`config.mk`:
```
export PLATFORM = sky130hd
export DESIGN_NAME = preemptive_command_queue_with_ttl
export DESIGN_NICKNAME = d
export VERILOG_FILES = /design/src/pcq_pkg.sv /design/src/pcq_cell.sv /design/src/preemptive_command_queue_with_ttl.sv
export SDC_FILE = /design/constraint.sdc
export NUM_CORES = 2
export LEC_CHECK = 0
export BUFFER_PORTS_ARGS = -buffer_cell sky130_fd_sc_hd__buf_2
export CAP_MARGIN = 30
export CELL_PAD_IN_SITES_DETAIL_PLACEMENT = 1
export CELL_PAD_IN_SITES_GLOBAL_PLACEMENT = 1
export CORE_ASPECT_RATIO = 0.75
export CORE_MARGIN = 2
export CORE_UTILIZATION = 47
export CTS_CLUSTER_SIZE = 12
export DETAILED_ROUTE_END_ITERATION = 16
export GPL_ROUTABILITY_DRIVEN = 1
export PLACE_DENSITY = 0.86
export SYNTH_ARGS = -nofsm -noshare
export SYNTH_HDL_FRONTEND = slang
export SYNTH_SLANG_ARGS = --single-unit
```
`constraint.sdc`:
```
create_clock -name clk -period 7.2 [get_ports clk]
set_input_delay 0.72 -clock clk [delete_from_list [all_inputs] [get_ports clk]]
set_output_delay 0.72 -clock clk [all_outputs]
set_load 0.05 [all_outputs]
```
`src/pcq_pkg.sv`:
```
// Package: shared types and codes of the preemptive command queue.
package pcq_pkg;

    // Input modes
    localparam logic [1:0] MODE_TICK  = 2'd0;
    localparam logic [1:0] MODE_QUEUE = 2'd1;
    localparam logic [1:0] MODE_IMM   = 2'd2;
    localparam logic [1:0] MODE_CLEAR = 2'd3;

    // Per-cell shift operations
    localparam logic [1:0] CELL_HOLD      = 2'd0;
    localparam logic [1:0] CELL_TAKE_PREV = 2'd1;
    localparam logic [1:0] CELL_TAKE_NEXT = 2'd2;
    localparam logic [1:0] CELL_TAKE_NEW  = 2'd3;

    localparam int ELAPSED_W = 24;
    localparam logic [ELAPSED_W-1:0] ELAPSED_MAX = '1;

    // One stored command
    typedef struct packed {
        logic [3:0]           cmd_type;
        logic signed [7:0]    cmd_priority;
        logic                 cmd_may_interrupt;
        logic [ELAPSED_W-1:0] cmd_lifetime_ms;
        logic signed [31:0]   cmd_argument;
    } cmd_t;

    // Input beat
    typedef struct packed {
        logic [1:0]           mode;
        logic [15:0]          delta_ms;
        logic [3:0]           cmd_type;
        logic signed [7:0]    cmd_priority;
        logic                 cmd_may_interrupt;
        logic [ELAPSED_W-1:0] cmd_lifetime_ms;
        logic signed [31:0]   cmd_argument;
    } req_t;

    // Result beat
    typedef struct packed {
        logic                has_current;
        logic [3:0]          current_type;
        logic signed [31:0]  current_argument;
        logic signed [7:0]   current_priority;
        logic                current_may_interrupt;
        logic [4:0]          pending_count;
        logic                has_previous;
        logic [3:0]          previous_type;
        logic signed [31:0]  previous_argument;
        logic                started;
        logic                expired;
        logic                dropped;
    } rsp_t;

endpackage

```
`src/pcq_cell.sv`:
```
// One queue cell: holds a command and shifts toward either neighbor.
module pcq_cell
(
    input  logic           clk,
    input  logic [1:0]     op,
    input  pcq_pkg::cmd_t  prev_entry,
    input  pcq_pkg::cmd_t  next_entry,
    input  pcq_pkg::cmd_t  new_entry,
    output pcq_pkg::cmd_t  entry
);

    pcq_pkg::cmd_t entry_reg;
    pcq_pkg::cmd_t entry_next;

    // Select the source of this cell's next entry
    always_comb
    begin
        unique case (op)
            pcq_pkg::CELL_HOLD:      entry_next = entry_reg;
            pcq_pkg::CELL_TAKE_PREV: entry_next = prev_entry;
            pcq_pkg::CELL_TAKE_NEXT: entry_next = next_entry;
            pcq_pkg::CELL_TAKE_NEW:  entry_next = new_entry;
            default:                 entry_next = entry_reg;
        endcase
    end

    // Hold the entry; contents are undefined until written
    always_ff @(posedge clk)
    begin
        entry_reg <= entry_next;
    end

    assign entry = entry_reg;

endmodule

```
`src/preemptive_command_queue_with_ttl.sv`:
```
// Top level: active command slot with lifetime timer, fed by a row of queue cells.
// Result: a result beat is registered and appears in the cycle after its input beat is accepted.
// Throughput: one item per cycle while results are taken; the queue row shifts
// in that same cycle, and the timer add and lifetime compare set the cycle.
// Reset: clears the fill count, the active and previous commands and the result
// valid flag; queue cells are not reset and read only after being written.
module preemptive_command_queue_with_ttl
#(
    parameter int QUEUE_DEPTH = 16
)
(
    input  logic           clk,
    input  logic           rst_n,
    input  logic           req_valid,
    output logic           req_ready,
    input  pcq_pkg::req_t  req,
    output logic           rsp_valid,
    input  logic           rsp_ready,
    output pcq_pkg::rsp_t  rsp
);

    localparam int CW = $clog2(QUEUE_DEPTH + 1);
    localparam logic [CW-1:0] DEPTH_C = CW'(QUEUE_DEPTH);

    logic [CW-1:0]                  count_reg, count_next;
    pcq_pkg::cmd_t                  active_reg, active_next;
    logic [pcq_pkg::ELAPSED_W-1:0]  elapsed_reg, elapsed_next;
    logic                           active_valid_reg, active_valid_next;
    logic [3:0]                     last_type_reg, last_type_next;
    logic signed [31:0]             last_arg_reg, last_arg_next;
    logic                           last_valid_reg, last_valid_next;
    logic                           rsp_valid_reg, rsp_valid_next;
    pcq_pkg::rsp_t                  rsp_reg, rsp_next;

    logic                           req_accept;
    logic                           queue_full;
    logic                           started, expired, dropped;
    logic [pcq_pkg::ELAPSED_W:0]    elapsed_sum;
    logic [pcq_pkg::ELAPSED_W-1:0]  elapsed_sat;
    pcq_pkg::cmd_t                  req_cmd;
    pcq_pkg::cmd_t                  cell_q [QUEUE_DEPTH];
    logic [1:0]                     cell_op [QUEUE_DEPTH];
    logic [1:0]                     shift_op;
    logic                           append;

    assign req_ready  = !rsp_valid_reg || rsp_ready;
    assign req_accept = req_valid && req_ready;
    assign queue_full = (count_reg == DEPTH_C);

    // Pack the incoming command
    always_comb
    begin
        req_cmd.cmd_type          = req.cmd_type;
        req_cmd.cmd_priority      = req.cmd_priority;
        req_cmd.cmd_may_interrupt = req.cmd_may_interrupt;
        req_cmd.cmd_lifetime_ms   = req.cmd_lifetime_ms;
        req_cmd.cmd_argument      = req.cmd_argument;
    end

    // Advance the timer with saturation
    assign elapsed_sum = {1'b0, elapsed_reg}
                       + {{(pcq_pkg::ELAPSED_W - 16 + 1){1'b0}}, req.delta_ms};
    assign elapsed_sat = elapsed_sum[pcq_pkg::ELAPSED_W] ? pcq_pkg::ELAPSED_MAX
                                                         : elapsed_sum[pcq_pkg::ELAPSED_W-1:0];

    // Decide the next slot and queue state for the accepted beat
    always_comb
    begin
        count_next        = count_reg;
        active_next       = active_reg;
        elapsed_next      = elapsed_reg;
        active_valid_next = active_valid_reg;
        last_type_next    = last_type_reg;
        last_arg_next     = last_arg_reg;
        last_valid_next   = last_valid_reg;
        started           = 1'b0;
        expired           = 1'b0;
        dropped           = 1'b0;
        shift_op          = pcq_pkg::CELL_HOLD;
        append            = 1'b0;

        if (req_accept)
        begin
            unique case (req.mode)
                pcq_pkg::MODE_TICK:
                begin
                    if (active_valid_reg)
                    begin
                        elapsed_next = elapsed_sat;
                        if (active_reg.cmd_lifetime_ms != '0 &&
                            elapsed_sat >= active_reg.cmd_lifetime_ms)
                        begin
                            expired           = 1'b1;
                            last_type_next    = active_reg.cmd_type;
                            last_arg_next     = active_reg.cmd_argument;
                            last_valid_next   = 1'b1;
                            active_valid_next = 1'b0;
                        end
                    end
                    // Start the queue front when the slot is or becomes empty
                    if ((!active_valid_reg || expired) && count_reg != '0)
                    begin
                        active_next       = cell_q[0];
                        elapsed_next      = '0;
                        active_valid_next = 1'b1;
                        count_next        = count_reg - CW'(1);
                        shift_op          = pcq_pkg::CELL_TAKE_NEXT;
                        started           = 1'b1;
                    end
                end
                pcq_pkg::MODE_QUEUE:
                begin
                    if (req.cmd_type != '0)
                    begin
                        if (queue_full)
                        begin
                            dropped = 1'b1;
                        end
                        else
                        begin
                            append     = 1'b1;
                            count_next = count_reg + CW'(1);
                        end
                    end
                end
                pcq_pkg::MODE_IMM:
                begin
                    if (req.cmd_type != '0)
                    begin
                        if (active_valid_reg)
                        begin
                            if (queue_full)
                            begin
                                dropped = 1'b1;
                            end
                            else
                            begin
                                shift_op   = pcq_pkg::CELL_TAKE_PREV;
                                count_next = count_reg + CW'(1);
                            end
                        end
                        active_next       = req_cmd;
                        elapsed_next      = '0;
                        active_valid_next = 1'b1;
                    end
                end
                pcq_pkg::MODE_CLEAR:
                begin
                    count_next        = '0;
                    active_valid_next = 1'b0;
                    elapsed_next      = '0;
                    last_valid_next   = 1'b0;
                end
                default:
                begin
                    count_next = count_reg;
                end
            endcase
        end
    end

    // Drive each cell: shared shift, or a load at the fill position
    always_comb
    begin
        for (int i = 0; i < QUEUE_DEPTH; i++)
        begin
            if (append && count_reg == CW'(i))
                cell_op[i] = pcq_pkg::CELL_TAKE_NEW;
            else if (append)
                cell_op[i] = pcq_pkg::CELL_HOLD;
            else
                cell_op[i] = shift_op;
        end
    end

    // Row of queue cells, front at cell 0
    for (genvar g = 0; g < QUEUE_DEPTH; g++)
    begin : g_cell
        pcq_pkg::cmd_t prev_in;
        pcq_pkg::cmd_t next_in;

        if (g == 0)
        begin : g_front
            assign prev_in = active_reg;
        end
        else
        begin : g_mid_prev
            assign prev_in = cell_q[g-1];
        end

        if (g == QUEUE_DEPTH - 1)
        begin : g_back
            assign next_in = cell_q[g];
        end
        else
        begin : g_mid_next
            assign next_in = cell_q[g+1];
        end

        pcq_cell u_cell
        (
            .clk        (clk),
            .op         (cell_op[g]),
            .prev_entry (prev_in),
            .next_entry (next_in),
            .new_entry  (req_cmd),
            .entry      (cell_q[g])
        );
    end

    // Build the result beat from the next state
    always_comb
    begin
        rsp_next.has_current           = active_valid_next;
        rsp_next.current_type          = active_valid_next ? active_next.cmd_type : '0;
        rsp_next.current_argument      = active_valid_next ? active_next.cmd_argument : '0;
        rsp_next.current_priority      = active_valid_next ? active_next.cmd_priority : '0;
        rsp_next.current_may_interrupt = active_valid_next && active_next.cmd_may_interrupt;
        rsp_next.pending_count         = 5'(count_next);
        rsp_next.has_previous          = last_valid_next;
        rsp_next.previous_type         = last_valid_next ? last_type_next : '0;
        rsp_next.previous_argument     = last_valid_next ? last_arg_next : '0;
        rsp_next.started               = started;
        rsp_next.expired               = expired;
        rsp_next.dropped               = dropped;
    end

    assign rsp_valid_next = req_accept || (rsp_valid_reg && !rsp_ready);

    // Hold control state
    always_ff @(posedge clk or negedge rst_n)
    begin
        if (!rst_n)
        begin
            count_reg        <= '0;
            active_reg       <= '0;
            elapsed_reg      <= '0;
            active_valid_reg <= 1'b0;
            last_type_reg    <= '0;
            last_arg_reg     <= '0;
            last_valid_reg   <= 1'b0;
            rsp_valid_reg    <= 1'b0;
        end
        else
        begin
            count_reg        <= count_next;
            active_reg       <= active_next;
            elapsed_reg      <= elapsed_next;
            active_valid_reg <= active_valid_next;
            last_type_reg    <= last_type_next;
            last_arg_reg     <= last_arg_next;
            last_valid_reg   <= last_valid_next;
            rsp_valid_reg    <= rsp_valid_next;
        end
    end

    // Capture the result beat on accept
    always_ff @(posedge clk)
    begin
        if (req_accept)
        begin
            rsp_reg <= rsp_next;
        end
    end

    assign rsp_valid = rsp_valid_reg;
    assign rsp       = rsp_reg;

    // Fill count stays within the queue depth
    assert property (@(posedge clk) disable iff (!rst_n) count_reg <= DEPTH_C)
        else $error("queue fill count exceeds depth");

    // An accepted beat yields a result on the next cycle
    assert property (@(posedge clk) disable iff (!rst_n) req_accept |=> rsp_valid_reg)
        else $error("accepted beat produced no result");

    // An expiry always records a previous command
    assert property (@(posedge clk) disable iff (!rst_n)
                     rsp_valid_reg && rsp_reg.expired |-> rsp_reg.has_previous)
        else $error("expiry without previous command");

    // A start from the queue leaves a current command
    assert property (@(posedge clk) disable iff (!rst_n)
                     rsp_valid_reg && rsp_reg.started |-> rsp_reg.has_current)
        else $error("start without current command");

    // Drops come only from appends and preemptions, never with a start or expiry
    assert property (@(posedge clk) disable iff (!rst_n)
                     rsp_valid_reg && rsp_reg.dropped |-> !rsp_reg.started && !rsp_reg.expired)
        else $error("drop together with start or expiry");

endmodule
```
==> key figures <==
Floorplanning
  • Core area: 0.135 sq mm
  • Die height: 324 um
  • Row cnt: 117
  • Die footprint: 0.139 sq mm
  • Ports: 184
  • Initial Utilization: 47.3%
  • Die width: 430 um

Synthesis
  • Post-synth top area cell: edfxtp_1
  • Synth unique cells: 78
  • Syn_area_per_cell: 13.5 sq um
  • Seq/Total Area, Yosys: 61.4%
  • Syn_nets: 4895
  • Asr flop ratio synth: 10.3%
  • Mapped Cells: 4752
  • Synth area leaders: edfxtp_1 (56%), a221o_1 (16%), dfrtp_1 (5.4%), nor2b_1 (5.3%), and2_1 (2.8%)
  • Number of synthesized flops with an enable pin: 1195
  • Yosys warnings: 0
  • Top-area cell type share of the netlist area: 56.1%
  • Synthesized cell area: 0.0640 sq mm
  • Synthesized flop and latch total: 1332
  • Top FF cell, synth: edfxtp_1

Worst setup path
  • Worst r2r src: elapsed_reg[0]
  • WP data required: 7.74 ns
  • Crit-path max cell delay: 0.62 ns
  • Critical path class: flip-flop to flip-flop
  • Worst Path Buf+Inv: 2
  • Max stage delay cell, worst path: a2111o_2
  • RR Endpoint: g_cell[7].u_cell.entry[18]
  • Worst Setup Start Kind: flip-flop
  • Worst Reg2Reg Path Length in Cells: 20
  • Flop2flop setup slack: 0.64 ns
  • Endpoint class of the critical path: flip-flop
  • CP top delay family: compound AO/OA/AOI/OAI gates
  • Crit Path Max Fanout: 123
  • CP Data Arrival Time: 7.09 ns
  • CP startpoint: elapsed_reg[0]
  • Critical path cell sequence: ha_1 > fa_1 > a21oi_1 > o211a_1 > o31ai_1 > a211oi_1 > nor2_1 > nand2_1 > buf_4 > nand2_1 > ha_1 > nand4_1 > nor2_2 > a221oi_1 > o211a_2 > a21o_4 > a2111o_2 > buf_12 > and3_1 > a221o_1

Clock tree
  • H-Tree Depth: 4
  • TritonCTS clock tree: yes
  • Clock sinks: 1332
  • Setup Fix Bufs, Post-CTS: 0
  • Worst-Skew Late Latency: 0.82 ns
  • Reg clk slew, reported paths: 0.06 ns
  • Post-cts sizing count: 0
  • Root buffer cell: clkbuf_16
  • Number of CTS-inserted buffers: 138
  • CTS Hold Bufs: 1
  • CTS max path bufs: 3

Route
  • Initial DRC count: 7533
  • First drt pass iteration count: 7
  • Drc violations: 0
  • Overall via count from detail_route: 48300
  • ANT nets after route: 0
  • Final WL: 224000 um
  • Vias per cell: 7.28
  • Routed WL per cell: 33.8 um

Timing
  • Slew Viols, Final: 0
  • Final min period: 6.56 ns
  • Worst slew margin: 32.0%
  • Final hold vios: 0
  • Setup Skew: 0.0404 ns
  • Endpoints failing setup: 0
  • Period utilization: 91.0%
  • Final setup TNS: 0 ns
  • Slew @ Worst Pin: 1.02 ns
  • RSZ-0062 raised after global routing: false
  • Fmax achieved: 0.153 GHz

GRT
  • First-pass GRT wire length: 335000 um
  • Grt ovf: 0
  • Antenna violations before repair: 7
  • Vias in the first global route: 50000
  • Largest net degree at the start of global routing: 124
  • Total global-route track usage: 31.8%

Run status
  • Status: finished clean

Cells and area
  • Layout cells sized above 1: 13.8%
  • NumNets Final: 4891
  • Layout area overhead: 12.9%
  • Max reg flops: 1104
  • Reg area: 0.0393 sq mm
  • Area occupied by multi-input gates: 0.0226 sq mm
  • Fillers: 13000

Pwr
  • VDD IR max: 0.000241 V
  • Lkg Pwr: 25.9 nW
  • PnR Total Power: 22.5 mW
  • PwrDens: 312 mW/mm^2

Place
  • I/O Buffers: 183
  • DP HPWL: 131000 um
  • Routability Congestion: 0.843

Min path
  • Hold worst-path end: rsp_valid
  • Hold Crit Depth: 2
  • Hold Path Origin: req_valid
  • Worst min path class: input pin to flip-flop

Run
  • Max cap viols: 0
==> stage by stage <==
stage / setup slack [ns] / hold WS [ns] / std cells / utilization [%] / instance area, sq um
2_1_floorplan: 0.131 / 0.424 / 4752 / - / 64000
3_3_place_gp: 0.602 / 0.468 / 6389 / 50.2 / 67900
3_5_place_dp: 0.400 / 0.474 / 6390 / 50.2 / 67900
4_1_cts: 0.795 / 0.131 / 6635 / 53.3 / 72200
5_1_grt: 0.369 / 0.179 / 6640 / 53.4 / 72200
6_report: 0.644 / 0.176 / 6641 / 53.4 / 72200
==> cells by family after synthesis <==
kind of cell | synth area share (%)
AO/OA/AOI/OAI | 19.2
XOR/XNOR | 0.205
adder cells (fa/ha/maj) | 1.03
buffers and inverters | 4.03
flip-flops | 61.4
multiplexers | 1.80
AND/OR/NAND/NOR | 12.3
==> worst register-to-register path: cells and delay by family (launching register included) <==
| kind | cells | cell delay (ns) |
|---|---|---|
| adder cells (fa/ha/maj) | 3 | 0.94 |
| AND/OR/NAND/NOR | 6 | 1.94 |
| buffers and inverters | 2 | 0.52 |
| flip-flops | 1 | 0.38 |
| AO/OA/AOI/OAI | 9 | 2.53 |
==> cells in the final DEF (no fill, tap or decap), types with 16 or more instances in the layout <==
cell and count:
a21oi_1 40, a221o_1 1036, a222oi_1 41, a22o_1 19, a31oi_4 16, a32oi_1 26
and2_1 283, and2b_1 18, and3_1 216, buf_12 91, buf_2 182, buf_4 76
clkbuf_1 64, clkbuf_16 138, dfrtp_1 137, edfxtp_1 1195, ha_1 51, inv_1 117
mux2_2 72, mux2i_1 34, nand2_1 79, nand2_4 16, nand3_1 16, nor2_1 104
nor2b_1 538, o21ai_0 47
==> cell type report <==
type / count / share of cell area [%]
antenna: 4 / 0.0139
multi-input combinational: 2804 / 31.3
tap: 1785 / 3.09
inverter: 119 / 0.622
timing repair buffer: 353 / 4.66
clock inverter: 35 / 0.620
clock buffer: 209 / 5.25
sequential: 1332 / 54.4
==> how the worst max path moves through the flow <==
stage                                 end  slack, ns  depth (start not counted)
2_1_floorplan   g_cell[5].u_cell.entry[0]       0.13                         18
3_3_place_gp               active_reg[53]       0.60                         19
3_5_place_dp               active_reg[48]       0.40                         19
4_1_cts                    active_reg[53]       0.80                         19
5_1_grt                    active_reg[50]       0.37                         18
6_report       g_cell[7].u_cell.entry[18]       0.64                         20
==> where the power goes <==
group / switching [mW] / internal (mW) / total (mW)
sequential: 0.702 / 9.70 / 10.4
combinational: 3.25 / 1.85 / 5.10
clock: 3.26 / 3.76 / 7.02
==> routing by layer <==
metal  GRT usage, %  part of all wire (%)
met3           8.04                    13
met1           43.9                    38
met2           49.1                    45
met5              0                0.0049
met4           11.0                   3.1
==> Yosys cell counts, types with 9 or more instances <==
cell and instances:
a21oi_1 42, edfxtp_1 1195, buf_2 112, a32oi_1 26, nand4_1 9, inv_1 118
nor2b_1 538, mux2_2 72, a22o_1 19, a21o_1 9, dfrtp_1 137, and2_1 287
nor3_1 10, and3_1 216, clkbuf_1 363, o21ai_0 47, nand3_1 22, a221o_1 1036
xor2_1 9, a222oi_1 41, nor2_1 104, and2b_1 18, ha_1 51, mux2i_1 34
a31oi_1 19, buf_6 13, nand2_1 98
Power figures use the tool's default switching activity.
